--- src/rtl/vector_distance_metric_unit_macros.svh ---
// assertion macros used by the distance unit rtl (vdm_queue)
// expects clk and rst_n in the scope where a macro is used
`ifndef VECTOR_DISTANCE_METRIC_UNIT_MACROS_SVH
`define VECTOR_DISTANCE_METRIC_UNIT_MACROS_SVH

// cons must hold in the same cycle whenever ante holds
`define VDM_ASSERT_IMPLY(label, ante, cons, msg) \
    label: assert property (@(posedge clk) disable iff (!rst_n) (ante) |-> (cons)) \
        else $error(msg);

// cond must hold at every clock edge out of reset
`define VDM_ASSERT_ALWAYS(label, cond, msg) \
    label: assert property (@(posedge clk) disable iff (!rst_n) (cond)) \
        else $error(msg);

`endif

--- src/rtl/vdm_pkg.sv ---
// shared types and constants for the vector distance unit
// no dependencies
package vdm_pkg;

    localparam int FEAT_W        = 16;  // port width of one feature
    localparam int FEATURE_WIDTH = 16;  // bits of a feature that are used, 8..16
    localparam int DIFF_W        = 17;
    localparam int SQ_W          = 2 * DIFF_W;
    localparam int SUM_W         = 44;
    localparam int DIST_W        = 27;
    localparam int ROOT_STEPS    = SUM_W / 2;

    localparam logic [SUM_W-1:0]  SUM_MAX  = {SUM_W{1'b1}};
    localparam logic [DIST_W-1:0] DIST_MAX = {DIST_W{1'b1}};

    localparam logic [1:0] METRIC_MANHATTAN = 2'd0;
    localparam logic [1:0] METRIC_EUCLIDEAN = 2'd1;
    localparam logic [1:0] METRIC_CHEBYSHEV = 2'd2;

    // apb register map
    localparam int   PADDR_W    = 3;
    localparam int   PDATA_W    = 32;
    localparam logic REG_METRIC = 1'b0;

    // job queue between the front and back parts
    localparam int QDEPTH = 2;
    localparam int QPTR_W = $clog2(QDEPTH);
    localparam int QCNT_W = $clog2(QDEPTH + 1);

    typedef struct packed {
        logic [1:0]        metric;
        logic [SUM_W-1:0]  sum;
        logic [DIFF_W-1:0] maxd;
        logic              ovf;
    } job_t;

endpackage

--- src/rtl/vdm_queue.sv ---
// two-entry job queue between accumulator front and result back
// uses vdm_pkg and the assertion macro header
`include "vector_distance_metric_unit_macros.svh"

module vdm_queue
    import vdm_pkg::*;
(
    input  logic              clk,
    input  logic              rst_n,
    input  logic              push,
    input  job_t              push_job,
    input  logic              pop,
    output logic              head_valid,
    output job_t              head_job,
    output logic [QCNT_W-1:0] count
);

    job_t              mem_reg [QDEPTH];
    logic [QPTR_W-1:0] wr_ptr_reg, wr_ptr_next;
    logic [QPTR_W-1:0] rd_ptr_reg, rd_ptr_next;
    logic [QCNT_W-1:0] count_reg, count_next;

    always_comb
    begin
        wr_ptr_next = push ? QPTR_W'(wr_ptr_reg + 1'b1) : wr_ptr_reg;
        rd_ptr_next = pop ? QPTR_W'(rd_ptr_reg + 1'b1) : rd_ptr_reg;
        count_next  = count_reg;
        if (push && !pop)
        begin
            count_next = QCNT_W'(count_reg + 1'b1);
        end
        else if (pop && !push)
        begin
            count_next = QCNT_W'(count_reg - 1'b1);
        end
    end

    always_ff @(posedge clk or negedge rst_n)
    begin
        if (!rst_n)
        begin
            wr_ptr_reg <= '0;
            rd_ptr_reg <= '0;
            count_reg  <= '0;
        end
        else
        begin
            wr_ptr_reg <= wr_ptr_next;
            rd_ptr_reg <= rd_ptr_next;
            count_reg  <= count_next;
        end
    end

    always_ff @(posedge clk)
    begin
        if (push)
        begin
            mem_reg[wr_ptr_reg] <= push_job;
        end
    end

    assign head_valid = (count_reg != '0);
    assign head_job   = mem_reg[rd_ptr_reg];
    assign count      = count_reg;

    `VDM_ASSERT_IMPLY(a_no_push_full, push, count_reg != QCNT_W'(QDEPTH), "job pushed into full queue")
    `VDM_ASSERT_IMPLY(a_no_pop_empty, pop, count_reg != '0, "job popped from empty queue")
    `VDM_ASSERT_ALWAYS(a_count_bound, count_reg <= QCNT_W'(QDEPTH), "queue count past depth")

endmodule

--- src/rtl/vdm_front.sv ---
// front part: takes element pairs and accumulates the running metric
// uses vdm_pkg; hands finished vectors to the job queue
module vdm_front
    import vdm_pkg::*;
(
    input  logic              clk,
    input  logic              rst_n,
    input  logic [1:0]        metric,
    input  logic              pair_valid,
    output logic              pair_stall,
    input  logic [FEAT_W-1:0] feature_a,
    input  logic [FEAT_W-1:0] feature_b,
    input  logic              last_pair,
    input  logic [QCNT_W-1:0] q_count,
    output logic              push,
    output job_t              push_job
);

    function automatic logic signed [DIFF_W-1:0] to_feature(input logic [FEAT_W-1:0] raw);
        logic [FEATURE_WIDTH-1:0] v;
        v = raw[FEATURE_WIDTH-1:0];
        return {{(DIFF_W - FEATURE_WIDTH){v[FEATURE_WIDTH-1]}}, v};
    endfunction

    logic                     accept;
    logic signed [DIFF_W-1:0] diff;
    logic [DIFF_W-1:0]        abs_diff;
    logic [QCNT_W:0]          q_demand;

    // pair stage
    logic              a_vld_reg, a_vld_next;
    logic [DIFF_W-1:0] a_ad_reg;
    logic [1:0]        a_metric_reg;
    logic              a_last_reg;

    // accumulators
    logic [SUM_W-1:0]  sum_reg, sum_next;
    logic [DIFF_W-1:0] maxd_reg, maxd_next;
    logic              ovf_reg, ovf_next;

    logic [SQ_W-1:0]   square;
    logic [SQ_W-1:0]   addend;
    logic [SUM_W:0]    sum_wide;
    logic [SUM_W-1:0]  sum_upd;
    logic [DIFF_W-1:0] maxd_upd;
    logic              ovf_upd;

    // a pair held in the pair stage may still push, so leave room for it and one more
    assign q_demand   = (QCNT_W+1)'(q_count) + (QCNT_W+1)'(a_vld_reg && a_last_reg);
    assign pair_stall = (q_demand >= (QCNT_W+1)'(QDEPTH));
    assign accept     = pair_valid && !pair_stall;

    assign diff       = to_feature(feature_a) - to_feature(feature_b);
    assign abs_diff   = diff[DIFF_W-1] ? DIFF_W'(-diff) : DIFF_W'(diff);
    assign a_vld_next = accept;

    always_ff @(posedge clk or negedge rst_n)
    begin
        if (!rst_n)
        begin
            a_vld_reg <= 1'b0;
        end
        else
        begin
            a_vld_reg <= a_vld_next;
        end
    end

    always_ff @(posedge clk)
    begin
        if (accept)
        begin
            a_ad_reg     <= abs_diff;
            a_metric_reg <= metric;
            a_last_reg   <= last_pair;
        end
    end

    assign square = a_ad_reg * a_ad_reg;

    always_comb
    begin
        case (a_metric_reg)
            METRIC_MANHATTAN: addend = SQ_W'(a_ad_reg);
            METRIC_EUCLIDEAN: addend = square;
            default:          addend = '0;
        endcase
        sum_wide = {1'b0, sum_reg} + (SUM_W+1)'(addend);
        sum_upd  = sum_wide[SUM_W] ? SUM_MAX : sum_wide[SUM_W-1:0];
        ovf_upd  = ovf_reg | sum_wide[SUM_W];
        maxd_upd = maxd_reg;
        if (a_metric_reg == METRIC_CHEBYSHEV && a_ad_reg > maxd_reg)
        begin
            maxd_upd = a_ad_reg;
        end

        sum_next  = sum_reg;
        maxd_next = maxd_reg;
        ovf_next  = ovf_reg;
        if (a_vld_reg)
        begin
            if (a_last_reg)
            begin
                sum_next  = '0;
                maxd_next = '0;
                ovf_next  = 1'b0;
            end
            else
            begin
                sum_next  = sum_upd;
                maxd_next = maxd_upd;
                ovf_next  = ovf_upd;
            end
        end
    end

    always_ff @(posedge clk or negedge rst_n)
    begin
        if (!rst_n)
        begin
            sum_reg  <= '0;
            maxd_reg <= '0;
            ovf_reg  <= 1'b0;
        end
        else
        begin
            sum_reg  <= sum_next;
            maxd_reg <= maxd_next;
            ovf_reg  <= ovf_next;
        end
    end

    assign push            = a_vld_reg && a_last_reg;
    assign push_job.metric = a_metric_reg;
    assign push_job.sum    = sum_upd;
    assign push_job.maxd   = maxd_upd;
    assign push_job.ovf    = ovf_upd;

endmodule

--- src/rtl/vdm_back.sv ---
// back part: turns a finished vector into a distance, with a bitwise square root
// uses vdm_pkg; drives the result channel through an output register
module vdm_back
    import vdm_pkg::*;
(
    input  logic              clk,
    input  logic              rst_n,
    input  logic              head_valid,
    input  job_t              head_job,
    output logic              pop,
    output logic              result_valid,
    input  logic              result_stall,
    output logic [DIST_W-1:0] distance,
    output logic              saturated
);

    typedef enum logic [2:0] {
        ST_IDLE = 3'b001,
        ST_ROOT = 3'b010,
        ST_DONE = 3'b100
    } back_state_t;

    back_state_t state_reg, state_next;

    logic [SUM_W-1:0]  op_reg, op_next;
    logic [SUM_W-1:0]  res_reg, res_next;
    logic [SUM_W-1:0]  bit_reg, bit_next;
    logic              rsat_reg, rsat_next;

    logic              out_valid_reg, out_valid_next;
    logic [DIST_W-1:0] out_dist_reg, out_dist_next;
    logic              out_sat_reg, out_sat_next;

    logic              out_free;
    logic              load;
    logic [DIST_W-1:0] load_dist;
    logic              load_sat;
    logic [DIST_W-1:0] direct_dist;
    logic              direct_sat;
    logic [SUM_W-1:0]  trial;

    assign out_free = !out_valid_reg || !result_stall;
    assign trial    = res_reg + bit_reg;

    // results that need no root
    always_comb
    begin
        direct_sat = head_job.ovf;
        case (head_job.metric)
            METRIC_MANHATTAN:
            begin
                if (head_job.sum > SUM_W'(DIST_MAX))
                begin
                    direct_dist = DIST_MAX;
                    direct_sat  = 1'b1;
                end
                else
                begin
                    direct_dist = head_job.sum[DIST_W-1:0];
                end
            end
            METRIC_CHEBYSHEV: direct_dist = DIST_W'(head_job.maxd);
            default:          direct_dist = '0;
        endcase
    end

    always_comb
    begin
        state_next = state_reg;
        op_next    = op_reg;
        res_next   = res_reg;
        bit_next   = bit_reg;
        rsat_next  = rsat_reg;
        pop        = 1'b0;
        load       = 1'b0;
        load_dist  = direct_dist;
        load_sat   = direct_sat;

        unique case (state_reg)
            ST_IDLE:
            begin
                if (head_valid)
                begin
                    if (head_job.metric == METRIC_EUCLIDEAN)
                    begin
                        pop        = 1'b1;
                        op_next    = head_job.sum;
                        res_next   = '0;
                        bit_next   = SUM_W'(1) << (2 * (ROOT_STEPS - 1));
                        rsat_next  = head_job.ovf;
                        state_next = ST_ROOT;
                    end
                    else if (out_free)
                    begin
                        pop  = 1'b1;
                        load = 1'b1;
                    end
                end
            end
            ST_ROOT:
            begin
                // one result bit per cycle
                if (op_reg >= trial)
                begin
                    op_next  = op_reg - trial;
                    res_next = (res_reg >> 1) + bit_reg;
                end
                else
                begin
                    res_next = res_reg >> 1;
                end
                bit_next = bit_reg >> 2;
                if (bit_reg == SUM_W'(1))
                begin
                    state_next = ST_DONE;
                end
            end
            ST_DONE:
            begin
                load_dist = res_reg[DIST_W-1:0];
                load_sat  = rsat_reg;
                if (out_free)
                begin
                    load       = 1'b1;
                    state_next = ST_IDLE;
                end
            end
            default:
            begin
                state_next = ST_IDLE;
            end
        endcase

        out_valid_next = out_valid_reg && result_stall;
        out_dist_next  = out_dist_reg;
        out_sat_next   = out_sat_reg;
        if (load)
        begin
            out_valid_next = 1'b1;
            out_dist_next  = load_dist;
            out_sat_next   = load_sat;
        end
    end

    always_ff @(posedge clk or negedge rst_n)
    begin
        if (!rst_n)
        begin
            state_reg     <= ST_IDLE;
            out_valid_reg <= 1'b0;
        end
        else
        begin
            state_reg     <= state_next;
            out_valid_reg <= out_valid_next;
        end
    end

    always_ff @(posedge clk)
    begin
        op_reg       <= op_next;
        res_reg      <= res_next;
        bit_reg      <= bit_next;
        rsat_reg     <= rsat_next;
        out_dist_reg <= out_dist_next;
        out_sat_reg  <= out_sat_next;
    end

    assign result_valid = out_valid_reg;
    assign distance     = out_dist_reg;
    assign saturated    = out_sat_reg;

endmodule

--- src/rtl/vector_distance_metric_unit.sv ---
// Vector distance unit. Element pairs stream in at one item per clock while pair_stall is low;
// each vector ends with the pair marked last_pair, and one result (distance, saturated)
// follows per vector. The metric register (apb offset 0) picks Manhattan, Euclidean or
// Chebyshev. A pair's difference is registered in the difference stage and then accumulated;
// for Manhattan and Chebyshev the finished vector passes through the job queue to the output
// register. A Euclidean result also goes through the bit-serial square root before it loads
// the output register, and the root handles one vector at a time. A two-entry job queue sits
// between accumulation and result generation, so pairs of the next vectors keep flowing while
// a root is in progress; pair_stall rises only when that queue is full or about to be.
// top level: apb register, front accumulator, job queue and result back end
// uses vdm_pkg, vdm_front, vdm_queue, vdm_back
module vector_distance_metric_unit
    import vdm_pkg::*;
(
    input  logic               clk,
    input  logic               rst_n,
    input  logic               psel,
    input  logic               penable,
    input  logic               pwrite,
    input  logic [PADDR_W-1:0] paddr,
    input  logic [PDATA_W-1:0] pwdata,
    output logic [PDATA_W-1:0] prdata,
    output logic               pready,
    input  logic               pair_valid,
    output logic               pair_stall,
    input  logic [FEAT_W-1:0]  feature_a,
    input  logic [FEAT_W-1:0]  feature_b,
    input  logic               last_pair,
    output logic               result_valid,
    input  logic               result_stall,
    output logic [DIST_W-1:0]  distance,
    output logic               saturated
);

    logic [1:0]        metric_reg, metric_next;
    logic              reg_sel;
    logic              push;
    job_t              push_job;
    logic              pop;
    logic              head_valid;
    job_t              head_job;
    logic [QCNT_W-1:0] q_count;

    assign pready  = 1'b1;
    assign reg_sel = paddr[PADDR_W-1];

    always_comb
    begin
        metric_next = metric_reg;
        if (psel && penable && pwrite && reg_sel == REG_METRIC)
        begin
            metric_next = pwdata[1:0];
        end
    end

    always_ff @(posedge clk or negedge rst_n)
    begin
        if (!rst_n)
        begin
            metric_reg <= METRIC_MANHATTAN;
        end
        else
        begin
            metric_reg <= metric_next;
        end
    end

    assign prdata = (reg_sel == REG_METRIC) ? PDATA_W'(metric_reg) : '0;

    vdm_front u_front (
        .clk        (clk),
        .rst_n      (rst_n),
        .metric     (metric_reg),
        .pair_valid (pair_valid),
        .pair_stall (pair_stall),
        .feature_a  (feature_a),
        .feature_b  (feature_b),
        .last_pair  (last_pair),
        .q_count    (q_count),
        .push       (push),
        .push_job   (push_job)
    );

    vdm_queue u_queue (
        .clk        (clk),
        .rst_n      (rst_n),
        .push       (push),
        .push_job   (push_job),
        .pop        (pop),
        .head_valid (head_valid),
        .head_job   (head_job),
        .count      (q_count)
    );

    vdm_back u_back (
        .clk          (clk),
        .rst_n        (rst_n),
        .head_valid   (head_valid),
        .head_job     (head_job),
        .pop          (pop),
        .result_valid (result_valid),
        .result_stall (result_stall),
        .distance     (distance),
        .saturated    (saturated)
    );

endmodule
--- config.mk ---
export PLATFORM = sky130hd
export DESIGN_NAME = vector_distance_metric_unit
export DESIGN_NICKNAME = d
export VERILOG_FILES = /design/src/rtl/vdm_pkg.sv /design/src/rtl/vdm_queue.sv /design/src/rtl/vdm_front.sv /design/src/rtl/vdm_back.sv /design/src/rtl/vector_distance_metric_unit.sv
export VERILOG_INCLUDE_DIRS = /design/src /design/src/rtl
export SDC_FILE = /design/constraint.sdc
export NUM_CORES = 1
export LEC_CHECK = 0
export ABC_AREA = 0
export BUFFER_PORTS_ARGS = -buffer_cell sky130_fd_sc_hd__buf_2
export CAP_MARGIN = 20
export CORE_UTILIZATION = 50
export DETAILED_ROUTE_END_ITERATION = 10
export GPL_TIMING_DRIVEN = 0
export HOLD_SLACK_MARGIN = 0.03
export PLACE_DENSITY = 0.67
export SETUP_SLACK_MARGIN = 0.05
export SYNTH_ARGS = -nofsm -noshare
export SYNTH_HDL_FRONTEND = slang
export SYNTH_HIERARCHICAL = 1
export SYNTH_SLANG_ARGS = --single-unit
--- constraint.sdc ---
create_clock -name clk -period 9.9 [get_ports clk]
set_clock_uncertainty 0.15 [all_clocks]
set_input_delay 1.98 -clock clk [delete_from_list [all_inputs] [get_ports clk]]
set_output_delay 1.98 -clock clk [all_outputs]
set_load 0.1 [all_outputs]
# Word level (Yosys, flattened, before mapping)
# Memory sizes are Yosys's and may differ from the RTL's.
# Index checks and enable logic that the tools add are counted.
[totals]
n_memories = 1
latchBits = 0
word_cells = 118
rom_bits = 0
out_inout_bits = 63
register_bits = 254
inputBits = 75
ramBits = 128
[op_classes]
eq_ne = 13
n_div = 0
n_bitwise = 2
reduce_logical = 24
muxes = 42
n_mul = 1
n_lt_le_gt_ge = 4
shift = 0
addsub = 11
[mem_list]
columns = ["name", "depth", "word_bits", "read_ports", "rd_clocked_by_memory_dff", "write_ports", "line", "text"]
rows = [
  ["u_queue.mem_reg", 2, 64, 1, 0, 1, "vdm_queue.sv:18", "job_t mem_reg [QDEPTH];"],
]
[op_table]
columns = ["cell", "n"]
rows = [
  ["$mux 44", 10],
  ["$pmux 44 s2", 3],
  ["$pmux 34 s2", 1],
  ["$mux 27", 2],
  ["$pmux 27 s2", 1],
  ["$add 44x34->45", 1],
  ["$add 43x44->44", 1],
  ["$add 44x44->44", 1],
  ["$eq 44x1->1 const B", 1],
  ["$ge 44x44->1", 1],
  ["$gt 44x27->1 const B", 1],
  ["$sub 44x44->44", 1],
  ["$mul 17x17->34", 1],
  ["$mux 17", 2],
  ["$gt 17x17->1", 1],
  ["$neg 17->17", 1],
  ["$sub 16x16->17", 1],
  ["$mux 16", 1],
  ["$mux 1", 13],
  ["$mux 3", 4],
  ["$logic_and 1x1->1", 9],
  ["$pmux 3 s3", 1],
  ["$ne 2x1->1 const B", 4],
  ["$reduce_and 4->1", 2],
  ["other kinds (20)", 33],
]

# Logic depth before layout (Yosys ltp)
[logic_depth]
depth_word = 9
ltp_mapped = 36
ltp_nobuf = 34

# Hierarchy
# The synthesis kept the hierarchy.
[modules_own_cells]
columns = ["module", "area_each_um2", "cells_per_inst", "instances", "seq_area_each_um2"]
rows = [
  ["vdm_front", 15785.1, 1866, 1, 2177.1],
  ["vdm_back", 12166.7, 1383, 1, 4275.4],
  ["vdm_queue", 5007.3, 214, 1, 3943.8],
  ["vector_distance_metric_unit", 361.6, 40, 1, 50.0],
]

# Least setup slack after synthesis
# No wires, ideal clock.
[synth_timing]
path_kind = "register to register"
from = "reg u_front.a_ad_reg[2]"
to = "mem u_queue/mem_reg[0][55] (netlist bit) (data pin)"
path_buffers = 4
slack_ps = 1446
synth_period_minus_slack_ps = 8454
required_time_ps = 9479
arrival_ps = 8033
stages_incl_launch_ff = 36
setup_time_ps = 271
path_cell_list = "edfxtp_1 > clkbuf_1 > clkbuf_1 > nand2_1 > inv_1 > fa_1 > inv_1 > fa_1 > fa_1 > inv_1 > fa_1 > fa_1 > inv_1 > fa_1 > inv_1 > ha_1 > a21o_1 > a21o_1 > a211oi_1 > o31ai_2 > a221o_1 > a21oi_1 > xor2_1 > nor2_1 > ha_1 > clkbuf_1 > a21oi_1 > o21ai_0 > a21o_1 > a211o_1 > or2_1 > o211ai_2 > a21oi_2 > buf_6 > a21oi_1 > o21ai_0"
[synth_lines]
columns = ["item", "line", "text"]
rows = [
  ["start: declaration", "vdm_front.sv:32", "logic [DIFF_W-1:0] a_ad_reg;"],
  ["start signal: assignment", "vdm_front.sv:73", "a_ad_reg <= abs_diff;"],
  ["end: declaration", "vdm_queue.sv:18", ""],
]

==> results.tsv <==
metric	value	unit
hold_buffers	0	
drv_cap	0	
relSlewSlack	0.2297	
ys_types	97	
io_buffers	74	
cts_max_level	2	
yosysWarnings	6	
largest_reg_flops	128	
place_congestion	0.9437	
rsz0062_at_grt	no	
cts-root-buf	clkbuf_16	
path_common_cell	fa_1	
vias	26522	
dieHeight	260.2	um
outcome	finished, final reports clean	
final_hold_viol_count	0	
drc	0	
grt_max_degree	68	
slowest_stage	fa_1	
grt_pass1_vias	25645	
post-route-period-util	0.9526	
grt_antenna_before_repair	0	
max_freq	106.0	MHz
arrival	9.58	ns
via_per_inst	5.807	
crit_buf_inv	9	
synth_area_leaders	edfxtp_1, fa_1, ha_1	
clk_latency	0.59	ns
wl_per_cell	20.58	um
fin_crit	9.431	ns
drive_gt1_frac	0.1053	
clock_sinks	360	
grt_pass1_wl	143600	um
cts_tree	built	
cp_data_required_time	10.05	ns
final_common_cell	inv_1	
core_area	65860	um2
dr.pass1.iters	6	
critPathTopFamily	adder cells	
synth_seq_area_share	0.3135	
synthFlopType	edfxtp_1	
setup_viol	0	
clk_path_buf_depth	3	
netlist_instances	3503	
worstHoldPathType	flip-flop to flip-flop	
synth_top_area_frac	0.2586	
tightest_slew	1.126	ns
async_flop_share	0.2028	
gr-total-overflow	0	
synth_area	33320	um2
fin_tns_setup	0	ns
drtIter0Drc	2384	
grt_usage	0.2736	
crit_path_start_kind	flip-flop	
place_inst	4476	
cts.clk_slew.worst_paths	0.06	ns
num-nets-final	4207	
cts_buffers	42	
stdcell_count	4567	
synth-seq-cells	360	
dp_hpwl	73790	um
fp.dieW	260.2	um
rows	94	
layout_common_cells	inv_1, nand2_1, edfxtp_1	
start_util	0.5059	
n_antenna_cell	0	
synth_edf_count	287	
yosysTopAreaCell	edfxtp_1	
max_stage_delay	0.55	ns
postSynthAreaPerCell	9.512	um2
slew_viol_final	0	
ioPinCount	138	
wl	94000	um
crit_path_end_kind	flip-flop	
area_growth	9.887	%
worst-setup-path-type	flip-flop to flip-flop	
antenna_left	0	
dieArea	67680	um2
crit_path_max_fanout	19	
cells in the mapped netlist (18+ instances only):
master	count
o21bai_1	20
o31ai_1	23
a22oi_1	18
and3_1	56
a21oi_2	18
a31oi_1	55
xor2_1	90
a21o_1	79
nand2_1	337
nor2b_1	25
nand3_1	37
edfxtp_1	287
buf_4	33
a211oi_1	38
o2bb2ai_1	29
mux2i_1	46
nand2b_1	31
mux2_4	52
o21ai_0	180
nor2_1	223
xnor2_1	103
dfrtp_1	72
a21oi_1	202
ha_1	268
nand4_1	42
and2_1	69
o22ai_1	20
inv_1	404
nor3_1	43
fa_1	194
mux2_2	24
clkbuf_1	118
logic make-up (layout without fill, tap and decap cells):
family          count (synthesis)  count (layout)  share of synthesized area
compound gates                836             836                     0.1651
xor+xnor                      193             193                    0.05073
fa+ha+maj                     462             462                     0.2172
buf+inv                       593             764                    0.07371
flops                         360             360                     0.3135
mux                           122             122                    0.04536
other cells                     2              31                  0.0002254
simple gates                  935             935                     0.1341
area by class of cell:
class / count / area [um2]
Clock buffer: 51 / 1095
Clock inverter: 26 / 296.5
Buffer: 183 / 964.7
Sequential cell: 360 / 10450
Timing Repair Buffer: 95 / 608.1
Tap cell: 864 / 1081
Fill cell: 6060 / 29250
Inverter: 409 / 1535
Multi-Input combinational cell: 2579 / 20590
stage by stage:
step / utilization / instance area (um2) / hold slack (ns) / worst slack, ns
final: 0.5559 / 36620 / 0.3311 / 0.4693
after global placement: 0.5296 / 34880 / 0.3122 / -0.6176
after detailed placement: 0.5320 / 35040 / 0.3196 / -0.7349
after global routing: 0.5559 / 36620 / 0.3496 / 0.04659
after CTS: 0.5535 / 36460 / 0.3353 / 0.05143
after floorplan: - / 33430 / 0.2905 / 1.446
worst reg2reg max path: cells and delay by family (launching register included):
kind                       cells  cell delay, ns
DFF                            1            0.53
AOI/OAI and AO/OA             10            2.23
and+or+nand+nor                6            1.11
buffers and inverters          9            1.36
adders and majority gates      8            3.78
worst paths after layout:
kind	depth (start not counted)	end	slack [ns]	startpoint
max	33	u_queue/mem_reg[0][48]	0.47	u_front/a_ad_reg[7]
min	0	u_front/a_metric_reg[1]	0.33	metric_reg[1]
max reg2reg	33	u_queue/mem_reg[0][48]	0.47	u_front/a_ad_reg[7]
min reg2reg	0	u_front/a_metric_reg[1]	0.33	metric_reg[1]
max in group asynchronous	2	u_back/state_reg[0]	7.80	rst_n
min in group asynchronous	1	u_front/sum_reg[19]	1.11	rst_n
per-layer routing:
metal	global-route usage	up-vias	share of wire
li1	-	12546	-
met1	0.3551	12953	0.42
met2	0.4668	842	0.49
met3	0.02388	181	0.050
met4	0.1174	0	0.043
met5	0	-	0
repair_timing:
action	in CTS	in global routing
pin swaps	1	2
setup endpoints to repair	135	135
gates cloned	0	0
buffers inserted	1	14
resized for setup	11	47
Power is left out: the tool's default activity adds up to more than one toggle a clock period on the data nets, which glitch-free logic cannot reach.
